`src/rtl/assert_macros.svh`:
```
// Assertion macros shared by the I2C master RTL.
// Depends on clk and rst being visible in the using module.
`ifndef ASSERT_MACROS_SVH
`define ASSERT_MACROS_SVH

// Property must hold at every clock edge outside reset.
`define CHK_ALWAYS(label, expr, msg) \
  label: assert property (@(posedge clk) disable iff (rst) (expr)) else $error(msg);

// Consequent must hold in the cycle after the antecedent.
`define CHK_NEXT(label, ante, cons, msg) \
  label: assert property (@(posedge clk) disable iff (rst) (ante) |=> (cons)) else $error(msg);

`endif

```
`src/rtl/i2cbm_pkg.sv`:
```
// Package for the I2C bit-level master: command codes, queue item and result types.
// No dependencies.
package i2cbm_pkg;

  typedef enum logic [2:0] {
    CMD_IDLE  = 3'd0,
    CMD_START = 3'd1,
    CMD_STOP  = 3'd2,
    CMD_WRITE = 3'd3,
    CMD_READ  = 3'd4,
    CMD_SACK  = 3'd5,
    CMD_RACK  = 3'd6
  } cmd_t;

  typedef enum logic [1:0] {
    KIND_TICK = 2'd0,
    KIND_CMD  = 2'd1,
    KIND_NOP  = 2'd2
  } kind_t;

  localparam logic [15:0] PHASE_TICKS_RST = 16'd10;

  typedef struct packed {
    kind_t      kind;
    cmd_t       cmd;
    logic [7:0] data_byte;
    logic       ack_bit;
    logic       sda_in;
  } item_t;

  typedef struct packed {
    logic       scl_out;
    logic       sda_out;
    logic       busy_res;
    logic       done_res;
    logic [7:0] read_data;
    logic       ack_in;
  } result_t;

  function automatic logic [4:0] phase_total(cmd_t c);
    logic [4:0] n;
    n = 5'd0;
    unique case (c)
      CMD_START: n = 5'd4;
      CMD_STOP:  n = 5'd3;
      CMD_WRITE: n = 5'd24;
      CMD_READ:  n = 5'd25;
      CMD_SACK:  n = 5'd3;
      CMD_RACK:  n = 5'd4;
      default:   n = 5'd0;
    endcase
    return n;
  endfunction

endpackage

```
`src/rtl/i2c_bit_level_master_unit.sv`:
```
// I2C bit-level master, top level. Depends on i2cbm_pkg, i2cbm_front, i2cbm_engine.
// A pushed item waits in the front queue; the engine steps once per item and
// registers its result in the result queue, whose head drives the result ports.
// One item per cycle while no queue is full; 2-entry queues decouple push and pop.
// Reset (rst, synchronous): queues empty, idle, SCL/SDA released, phase_ticks = 10.
module i2c_bit_level_master_unit (
  input  logic        clk,
  input  logic        rst,
  input  logic        cfg_wr,
  input  logic [15:0] cfg_data,
  input  logic        push,
  output logic        full,
  input  logic [2:0]  req_type,
  input  logic [7:0]  data_byte,
  input  logic        ack_bit,
  input  logic        sda_in,
  output logic        empty,
  input  logic        pop,
  output logic        scl_out,
  output logic        sda_out,
  output logic        busy_res,
  output logic        done_res,
  output logic [7:0]  read_data,
  output logic        ack_in
);
  import i2cbm_pkg::*;

  logic [15:0] phase_ticks;
  logic        item_valid;
  logic        item_ready;
  item_t       item;
  result_t     res;

  always_ff @(posedge clk) begin
    if (rst) begin
      phase_ticks <= PHASE_TICKS_RST;
    end else if (cfg_wr) begin
      phase_ticks <= cfg_data;
    end
  end

  i2cbm_front u_front (
    .clk       (clk),
    .rst       (rst),
    .push      (push),
    .full      (full),
    .req_type  (req_type),
    .data_byte (data_byte),
    .ack_bit   (ack_bit),
    .sda_in    (sda_in),
    .out_valid (item_valid),
    .out_ready (item_ready),
    .out_item  (item)
  );

  i2cbm_engine u_engine (
    .clk         (clk),
    .rst         (rst),
    .phase_ticks (phase_ticks),
    .in_valid    (item_valid),
    .in_ready    (item_ready),
    .in_item     (item),
    .empty       (empty),
    .pop         (pop),
    .res         (res)
  );

  assign scl_out   = res.scl_out;
  assign sda_out   = res.sda_out;
  assign busy_res  = res.busy_res;
  assign done_res  = res.done_res;
  assign read_data = res.read_data;
  assign ack_in    = res.ack_in;

endmodule

```
`src/rtl/i2cbm_front.sv`:
```
// Front end: classifies incoming requests and holds them in a two-entry queue.
// Depends on i2cbm_pkg and assert_macros.svh.
`include "assert_macros.svh"

module i2cbm_front (
  input  logic              clk,
  input  logic              rst,
  input  logic              push,
  output logic              full,
  input  logic [2:0]        req_type,
  input  logic [7:0]        data_byte,
  input  logic              ack_bit,
  input  logic              sda_in,
  output logic              out_valid,
  input  logic              out_ready,
  output i2cbm_pkg::item_t  out_item
);
  import i2cbm_pkg::*;

  item_t      q [2];
  logic       wr_ptr;
  logic       rd_ptr;
  logic [1:0] cnt;
  logic       push_acc;
  logic       pop_acc;
  item_t      cls;

  always_comb begin
    cls.data_byte = data_byte;
    cls.ack_bit   = ack_bit;
    cls.sda_in    = sda_in;
    cls.kind      = KIND_NOP;
    cls.cmd       = CMD_IDLE;
    unique case (req_type)
      3'd0: cls.kind = KIND_TICK;
      3'd1: begin cls.kind = KIND_CMD; cls.cmd = CMD_START; end
      3'd2: begin cls.kind = KIND_CMD; cls.cmd = CMD_STOP;  end
      3'd3: begin cls.kind = KIND_CMD; cls.cmd = CMD_WRITE; end
      3'd4: begin cls.kind = KIND_CMD; cls.cmd = CMD_READ;  end
      3'd5: begin cls.kind = KIND_CMD; cls.cmd = CMD_SACK;  end
      3'd6: begin cls.kind = KIND_CMD; cls.cmd = CMD_RACK;  end
      default: cls.kind = KIND_NOP;
    endcase
  end

  assign full      = (cnt == 2'd2);
  assign out_valid = (cnt != 2'd0);
  assign out_item  = q[rd_ptr];
  assign push_acc  = push & ~full;
  assign pop_acc   = out_valid & out_ready;

  always_ff @(posedge clk) begin
    if (push_acc) begin
      q[wr_ptr] <= cls;
    end
  end

  always_ff @(posedge clk) begin
    if (rst) begin
      wr_ptr <= 1'b0;
      rd_ptr <= 1'b0;
      cnt    <= 2'd0;
    end else begin
      if (push_acc) wr_ptr <= ~wr_ptr;
      if (pop_acc) rd_ptr <= ~rd_ptr;
      cnt <= cnt + {1'b0, push_acc} - {1'b0, pop_acc};
    end
  end

  `CHK_ALWAYS(a_front_cnt, cnt <= 2'd2, "front queue count out of range")
  `CHK_NEXT(a_front_fill, push_acc && !pop_acc, cnt == $past(cnt) + 2'd1, "front queue lost an item")

endmodule

```
`src/rtl/i2cbm_engine.sv`:
```
// Back end: plays commands out as SCL/SDA pin phases and queues one result per item.
// Depends on i2cbm_pkg and assert_macros.svh.
`include "assert_macros.svh"

module i2cbm_engine (
  input  logic               clk,
  input  logic               rst,
  input  logic [15:0]        phase_ticks,
  input  logic               in_valid,
  output logic               in_ready,
  input  i2cbm_pkg::item_t   in_item,
  output logic               empty,
  input  logic               pop,
  output i2cbm_pkg::result_t res
);
  import i2cbm_pkg::*;

  cmd_t        cmd, cmd_next;
  logic [4:0]  phase, phase_next;
  logic [15:0] tick, tick_next;
  logic [7:0]  shift, shift_next;
  logic [1:0]  sub, sub_next;
  logic        scl, scl_next;
  logic        sda, sda_next;
  logic        ack_seen, ack_seen_next;
  logic [7:0]  read_hold, read_hold_next;
  logic        done_next;

  logic [15:0] limit;
  logic [15:0] tick_inc;
  logic [4:0]  phase_inc;
  logic [1:0]  sub_inc;
  logic        step;

  result_t     q [2];
  result_t     res_in;
  logic        wr_ptr;
  logic        rd_ptr;
  logic [1:0]  cnt;
  logic        pop_acc;

  assign limit     = (phase_ticks == 16'd0) ? 16'd1 : phase_ticks;
  assign tick_inc  = tick + 16'd1;
  assign phase_inc = phase + 5'd1;
  assign sub_inc   = (sub == 2'd2) ? 2'd0 : sub + 2'd1;

  always_comb begin
    cmd_next       = cmd;
    phase_next     = phase;
    tick_next      = tick;
    shift_next     = shift;
    sub_next       = sub;
    scl_next       = scl;
    sda_next       = sda;
    ack_seen_next  = ack_seen;
    read_hold_next = read_hold;
    done_next      = 1'b0;
    if (cmd == CMD_IDLE) begin
      if (in_item.kind == KIND_CMD) begin
        cmd_next   = in_item.cmd;
        phase_next = 5'd0;
        tick_next  = 16'd0;
        // read phases count in groups of three starting at phase one
        sub_next   = (in_item.cmd == CMD_READ) ? 2'd2 : 2'd0;
        unique case (in_item.cmd)
          CMD_STOP:  sda_next = 1'b0;
          CMD_WRITE: begin
            shift_next = in_item.data_byte;
            sda_next   = in_item.data_byte[7];
          end
          CMD_READ: begin
            shift_next = 8'd0;
            sda_next   = 1'b1;
          end
          CMD_SACK:  sda_next = in_item.ack_bit;
          default:   sda_next = 1'b1;
        endcase
      end
    end else if (in_item.kind == KIND_TICK) begin
      if (tick_inc >= limit) begin
        tick_next = 16'd0;
        if (cmd == CMD_READ && sub == 2'd1) shift_next = {shift[6:0], in_item.sda_in};
        if (cmd == CMD_RACK && phase == 5'd2) ack_seen_next = in_item.sda_in;
        if (phase_inc >= phase_total(cmd)) begin
          done_next  = 1'b1;
          cmd_next   = CMD_IDLE;
          phase_next = 5'd0;
          if (cmd == CMD_READ) read_hold_next = shift_next;
        end else begin
          phase_next = phase_inc;
          sub_next   = sub_inc;
          unique case (cmd)
            CMD_START: begin
              if (phase_inc == 5'd1) scl_next = 1'b1;
              else if (phase_inc == 5'd2) sda_next = 1'b0;
              else scl_next = 1'b0;
            end
            CMD_STOP: begin
              if (phase_inc == 5'd1) scl_next = 1'b1;
              else sda_next = 1'b1;
            end
            CMD_WRITE: begin
              if (sub_inc == 2'd0) begin
                shift_next = {shift[6:0], 1'b0};
                sda_next   = shift[6];
              end else begin
                scl_next = (sub_inc == 2'd1);
              end
            end
            CMD_READ: begin
              if (sub_inc == 2'd0) scl_next = 1'b1;
              else if (sub_inc == 2'd2) scl_next = 1'b0;
            end
            CMD_SACK: scl_next = (phase_inc == 5'd1);
            CMD_RACK: begin
              if (phase_inc == 5'd1) scl_next = 1'b1;
              else if (phase_inc == 5'd3) scl_next = 1'b0;
            end
            default: ;
          endcase
        end
      end else begin
        tick_next = tick_inc;
      end
    end
  end

  assign empty    = (cnt == 2'd0);
  assign pop_acc  = pop & ~empty;
  assign in_ready = (cnt != 2'd2) | pop;
  assign step     = in_valid & in_ready;
  assign res      = q[rd_ptr];

  always_comb begin
    res_in.scl_out   = scl_next;
    res_in.sda_out   = sda_next;
    res_in.busy_res  = (cmd_next != CMD_IDLE);
    res_in.done_res  = done_next;
    res_in.read_data = read_hold_next;
    res_in.ack_in    = ack_seen_next;
  end

  always_ff @(posedge clk) begin
    if (step) begin
      q[wr_ptr] <= res_in;
    end
  end

  always_ff @(posedge clk) begin
    if (rst) begin
      cmd       <= CMD_IDLE;
      phase     <= 5'd0;
      tick      <= 16'd0;
      shift     <= 8'd0;
      sub       <= 2'd0;
      scl       <= 1'b1;
      sda       <= 1'b1;
      ack_seen  <= 1'b0;
      read_hold <= 8'd0;
      wr_ptr    <= 1'b0;
      rd_ptr    <= 1'b0;
      cnt       <= 2'd0;
    end else begin
      if (step) begin
        cmd       <= cmd_next;
        phase     <= phase_next;
        tick      <= tick_next;
        shift     <= shift_next;
        sub       <= sub_next;
        scl       <= scl_next;
        sda       <= sda_next;
        ack_seen  <= ack_seen_next;
        read_hold <= read_hold_next;
        wr_ptr    <= ~wr_ptr;
      end
      if (pop_acc) rd_ptr <= ~rd_ptr;
      cnt <= cnt + {1'b0, step} - {1'b0, pop_acc};
    end
  end

  `CHK_ALWAYS(a_phase_range, cmd == CMD_IDLE || phase < phase_total(cmd), "phase past end")
  `CHK_ALWAYS(a_tick_idle, cmd != CMD_IDLE || tick == 16'd0, "tick count left while idle")
  `CHK_NEXT(a_done_idle, step && done_next, cmd == CMD_IDLE && !empty, "done without idle")

endmodule

```
`config.mk`:
```
export PLATFORM = sky130hd
export DESIGN_NAME = i2c_bit_level_master_unit
export DESIGN_NICKNAME = d
export VERILOG_FILES = /design/src/rtl/i2cbm_pkg.sv /design/src/rtl/i2c_bit_level_master_unit.sv /design/src/rtl/i2cbm_front.sv /design/src/rtl/i2cbm_engine.sv
export VERILOG_INCLUDE_DIRS = /design/src /design/src/rtl
export SDC_FILE = /design/constraint.sdc
export NUM_CORES = 1
export LEC_CHECK = 0
export BUFFER_PORTS_ARGS = -buffer_cell sky130_fd_sc_hd__buf_4
export CAP_MARGIN = 0
export CORE_MARGIN = 2
export CORE_UTILIZATION = 40
export DETAILED_ROUTE_END_ITERATION = 12
export PLACE_DENSITY_LB_ADDON = 0.05
export REMOVE_ABC_BUFFERS = 1
export SYNTH_ARGS = -nofsm -noshare
export SYNTH_HDL_FRONTEND = slang
export SYNTH_SLANG_ARGS = --single-unit
```
`constraint.sdc`:
```
create_clock -name clk -period 3.7 [get_ports clk]
set_input_delay 0.555 -clock clk [delete_from_list [all_inputs] [get_ports clk]]
set_output_delay 0.555 -clock clk [all_outputs]
set_load 0.1 [all_outputs]
```
== After elaboration in Yosys (flattened, before gate mapping) ==
Memories as Yosys holds them, arrays and structs flattened. A register that Yosys moved wholly into a read port is not among the register bits.
Index checks and enable logic that the tools add are counted.
Storage, ports and cells
  register bits after elaboration: 69
  RAM bits: 56
  input bits: 34
  output and inout port bits: 15
  word-level logic and storage cells: 168
  memories kept: 2
Memories
  u_front.q: words 2, width 15, rd ports 1, clocked after memory_dff 1, wr ports 1, RTL line i2cbm_front.sv:20  | item_t q [2];
  u_engine.q: words 2, width 13, rd ports 1, clocked after memory_dff 1, wr ports 1, RTL line i2cbm_engine.sv:35  | result_t q [2];
Operators by class
  add/sub/neg operators: 7
  $lt $le $gt $ge: 2
  eq/ne operators: 30
  muxes and demuxes: 82
  bitwise operators: 10
  reductions and logical operators: 19
Operators by type and width (number)
  $mux 8: 13
  $mux 16: 5
  $mux 5: 8
  $mux 1: 37
  $eq 3x3->1 const B: 8
  $pmux 5 s4: 1
  $eq 3x2->1 const B: 6
  $pmux 3 s6: 1
  $add 16x1->16 const B: 1
  $ge 16x16->1: 1
  $logic_not 16->1: 1
  $pmux 8 s2: 1
  $eq 5x2->1 const B: 3
  $mux 3: 5
  $mux 2: 7
  $reduce_and 5->1: 2
  $eq 2x1->1 const B: 3
  $eq 2x2->1 const B: 3
  $eq 3x1->1 const B: 2
  $logic_not 2->1: 3
  $logic_not 3->1: 2
  $not 1->1: 6
  $pmux 1 s3: 2
  $pmux 1 s6: 1
  19 further kinds: 28

== Longest topological paths before layout ==
  word-level depth: 12
  gate-level depth with buffers: 16
  mapped depth without buffers: 14

== Cells and area by module ==
A second synthesis with hierarchy kept.
Unflattened totals
  cells, all modules: 638
  area total of the unflattened synthesis: 6623.9 um^2
Modules (own cells, without submodules)
  i2cbm_engine: instances 1, cells an instance 506, area an instance 4684.5 um^2, seq. area each 1781.7 um^2
  i2cbm_front: instances 1, cells an instance 80, area an instance 1356.3 um^2, seq. area each 1001.0 um^2
  i2c_bit_level_master_unit: instances 1, cells an instance 52, area an instance 583.1 um^2, seq. area each 320.3 um^2

== Least setup slack after synthesis ==
No wires, ideal clock.
  path type: register to register
  from: reg u_engine.tick[0]
  to: mem u_engine.q[0][1] (netlist name) (data pin)
  setup time: 262 ps
  data arrival time: 3529 ps
  data required time: 3438 ps
  path slack: -91 ps
  stages on the path, launching flop included: 15
  buffers on the path: 1
  period minus slack after synthesis: 3791 ps
  cell sequence: dfxtp_1 > ha_1 > and3_1 > and3_1 > and3_1 > clkbuf_1 > nand3_1 > xnor2_1 > ha_1 > nand4_1 > a311o_1 > a32oi_2 > nand2_2 > nor4_4 > mux2_2
On the way
  longest elaborated chain between the ends: 5
Ends and longest elaborated chain
  start: declaration: RTL line i2cbm_engine.sv:20  | logic [15:0] tick, tick_next;
  start signal: assignment: RTL line i2cbm_engine.sv:167  | tick <= tick_next;
  $add 16x1->16: RTL line i2cbm_engine.sv:43  | assign tick_inc = tick + 16'd1;
  $ge 16x16->1: RTL line i2cbm_engine.sv:80  | if (tick_inc >= limit) begin
  $mux 8: RTL line i2cbm_engine.sv:80
  $mux 8: RTL line i2cbm_engine.sv:79  | end else if (in_item.kind == KIND_TICK) begin
  $mux 8: RTL line i2cbm_engine.sv:58  | if (cmd == CMD_IDLE) begin
  via u_engine.read_hold_next[0]: RTL line i2cbm_engine.sv:26  | logic [7:0] read_hold, read_hold_next;
  end: declaration: RTL line i2cbm_engine.sv:35
The timed path passes the listed nets, and every way through them passes these cells.

== Worst setup path in the final report ==
  from: reg u_engine.tick[1]
  to: mem u_engine.q[0][1] (netlist name) (data pin)
The elaborated chain is that of the path after synthesis.

==> results.json <==
{
  "synth-simple-area-share": 0.1688,
  "synth_compound_area_frac": 0.1256,
  "cts-root-buf": "clkbuf_16",
  "antenna_found_initial": 0,
  "synth_top_family_by_area": "simple AND/OR/NAND/NOR gates",
  "r2r_slack_ns": 0.006,
  "status": "finished clean",
  "grt_pass1_wl_mm": 24.73,
  "ys_seq_elements": 127,
  "p_total_w": 0.005650,
  "path_max_fanout": 8,
  "stdcell_area_mm2": 0.008139,
  "switchingPower_w": 0.002225,
  "netlist_instances": 653,
  "cp_data_required_time_ns": 3.86,
  "htree_levels": 4,
  "fp-row-count": 46,
  "finClkSkew_ns": 0.005730,
  "ir_worst_vdd_uv": 431.3,
  "clk-insertion-delay-late_ns": 0.42,
  "syn2layout_area_growth_pct": 24.38,
  "rsz0062_at_grt": "true",
  "die_h_um": 131.9,
  "dieArea_mm2": 0.01740,
  "drc": 0,
  "cp_top_family": "simple AND/OR/NAND/NOR gates",
  "vias": 5017,
  "drive_above_1_share": 0.2296,
  "path_class": "flip-flop to flip-flop",
  "initial_utilization": 0.4105,
  "min_period_ns": 3.694,
  "place_ws_ns": 0.009603,
  "fin_cells": 965,
  "worst_setup_path_start_kind": "flip-flop",
  "worstSetupEndpointType": "flip-flop",
  "drv_slew": 0,
  "synth-async-reset-ratio": 0,
  "setup_viol": 0,
  "crit_buf_inv": 1,
  "grt_overflow": 0,
  "clockPowerShare": 0.299,
  "drt_wl_total_mm": 15.02,
  "synth-edff-count": 56,
  "critPathSlowestCell": "a311o_1",
  "fp.dieW_um": 131.9,
  "grt_pass1_vias": 4813,
  "comb_power_share": 0.372,
  "place_area_mm2": 0.007376,
  "pwr-share-seq": 0.329,
  "yosysUniqueCellTypes": 68,
  "holdBufCountCts": 0,
  "muxShareOfSynthArea": 0.1090,
  "firstDrtPassIters": 4,
  "intPower_w": 0.003424,
  "grt_usage": 0.1763,
  "p_leak_nw": 3.142,
  "ant_nets": 0,
  "hp-class": "primary input to flip-flop",
  "crit_path_frequent_cell": "and3_4",
  "wl_per_cell_um": 15.56,
  "yosysWarnings": 0,
  "viasPerCell": 5.199,
  "synthXorXnorAreaFrac": 0.02945,
  "cts_buffer_depth": 2,
  "p_per_area_mw_per_mm2": 694.1,
  "drv_cap": 0,
  "worstPathCellList": "ha_4 > and3_4 > and3_4 > and3_4 > nand3_4 > xnor2_2 > ha_1 > nand4_1 > a311o_1 > a32oi_4 > nand2_2 > nor4_4 > buf_6 > mux2_4",
  "diodes": 0,
  "design.core.area_mm2": 0.01594,
  "worstMarginPinSlew_ns": 1.150,
  "numCtsBuffers": 17,
  "clock_sinks": 127,
  "gp_congestion": 0.8382,
  "fmax_mhz": 270.7,
  "ys_seq_area_frac": 0.4742,
  "port_buffers": 48,
  "syn_area_per_cell_um2": 10.02,
  "ios": 49,
  "setup_ws_ns": 0.005879,
  "synth_fa_ha_area_frac": 0.05736,
  "ys.flop_type": "dfxtp_1",
  "hpwlAfterDp_mm": 10.61,
  "clk_pin_slew_worst_paths_ns": 0.06,
  "netlist_area_mm2": 0.006544,
  "cts_tree": "built",
  "max_stage_delay_ns": 0.39,
  "hold_viol_final": 0,
  "drt_iter0_drc": 248,
  "max-slew-margin-rel": 0.2305,
  "netSwitchingFraction": 0.3939,
  "worstPathArrival_ns": 3.86,
  "grt_max_degree": 43,
  "nets": 800,
  "placed_cells": 928,
  "period_share": 0.9984
}
-- state kept, by name (all words and copies together), names as in the netlist, named ones only --
signal              count
u_engine.cnt            2
u_engine.cmd            3
u_engine.scl            1
u_engine.q             26
u_engine.rd_ptr         1
u_front.cnt             2
u_engine.ack_seen       1
u_engine.sda            1
u_front.q              30
u_engine.sub            2
u_engine.phase          5
u_front.wr_ptr          1
u_engine.wr_ptr         1
u_engine.shift          8
u_front.rd_ptr          1
u_engine.tick          16
phase_ticks            16
u_engine.read_hold      8
-- area by class of cell --
| type | instances | area [µm²] |
|---|---|---|
| multi-input combinational | 466 | 3331 |
| sequential | 127 | 3110 |
| clock buffer | 20 | 436.7 |
| fill | 1462 | 7804 |
| clock inverter | 12 | 158.9 |
| tap | 216 | 270.3 |
| inverter | 35 | 131.4 |
| timing repair buffer | 89 | 700.7 |
-- repair_timing --
item,4_1_cts,5_1_grt
endpoints found under the setup margin,16,61
pin swaps,0,13
resized for setup,0,28
setup buffers,0,5
-- power groups by stage --
stage	Combinational (W)	Sequential [W]	Clock, W
detailed placement	0.00210	0.00189	0
floorplan	0.00150	0.00187	0
global placement	0.00209	0.00188	0
finish	0.00210	0.00186	0.00169
global route	0.00226	0.00189	0.00179
CTS	0.00211	0.00186	0.00173
-- per-layer routing --
layer | global-route usage | up-vias | share of wire
met2 | 0.2824 | 88 | 0.46
li1 | - | 2542 | -
met1 | 0.2370 | 2366 | 0.49
met4 | 0.06220 | 0 | 0.017
met3 | 0.03614 | 21 | 0.034
met5 | 0 | - | 0
-- logic make-up after synthesis --
| kind of cell | count (synthesis) |
|---|---|
| AO/OA/AOI/OAI | 117 |
| XOR/XNOR | 22 |
| adder cells (fa/ha/maj) | 30 |
| buffers and inverters | 60 |
| flip-flops | 127 |
| multiplexers | 68 |
| AND/OR/NAND/NOR | 229 |
-- Yosys cell counts (all sizes together) (5+ instances only) --
cell	n	area, µm²
o31ai	6	45.04
xor2	5	43.79
and3	7	43.79
nor2	74	285.3
mux2i	42	420.4
o21ai	26	137.6
edfxtp	56	1682
nor3	26	135.1
nand2	55	209.0
nand4	5	31.28
xnor2	17	148.9
mux2	26	292.8
a21oi	26	133.9
o22ai	5	31.28
nand3	18	95.09
dfxtp	71	1421
buf	11	48.80
clkbuf	14	52.55
o211ai	5	37.54
nor2b	15	93.84
ha	30	375.4
inv	34	127.6
nor4	8	65.06
-- per-stage QoR --
stage	utilization	setup TNS [ns]	hold slack (ns)
4_1_cts	0.5000	-0.1379	0.3005
3_5_place_dp	0.4626	0	0.4791
6_report	0.5105	0	0.3192
3_3_place_gp	0.4626	0	0.4736
5_1_grt	0.5105	-2.361	0.3059
2_1_floorplan	-	-5.692	0.4561
-- worst paths after layout --
path	startpoint	end	cells after the start
worst min register to register	u_engine.read_hold[6]	u_engine.read_hold[6]	2
worst min-delay path	data_byte[5]	u_front.q[0][7]	1
worst max-delay path	u_engine.tick[1]	u_engine.q[0][1]	14
worst max register to register	u_engine.tick[1]	u_engine.q[0][1]	14
-- layout by cell type (no fill, tap or decap), types with 4 or more instances in the layout --
cell,count
inv_1,34
edfxtp_1,56
nand2b_1,4
mux2_4,8
clkbuf_16,17
nor2b_1,15
a311oi_1,4
mux2_2,18
ha_1,28
o22ai_1,5
buf_4,85
nand4_1,5
mux2i_1,42
nand2_1,54
a21oi_1,24
and3_4,4
nand3_1,16
nor3_1,25
xor2_1,5
o31ai_1,6
o21ai_0,24
xnor2_1,16
a21o_1,4
nor4_1,7
nor2_1,73
dfxtp_1,69
a31oi_1,4
o21a_1,4
o211ai_1,5
(Power assumes the default switching activity.)
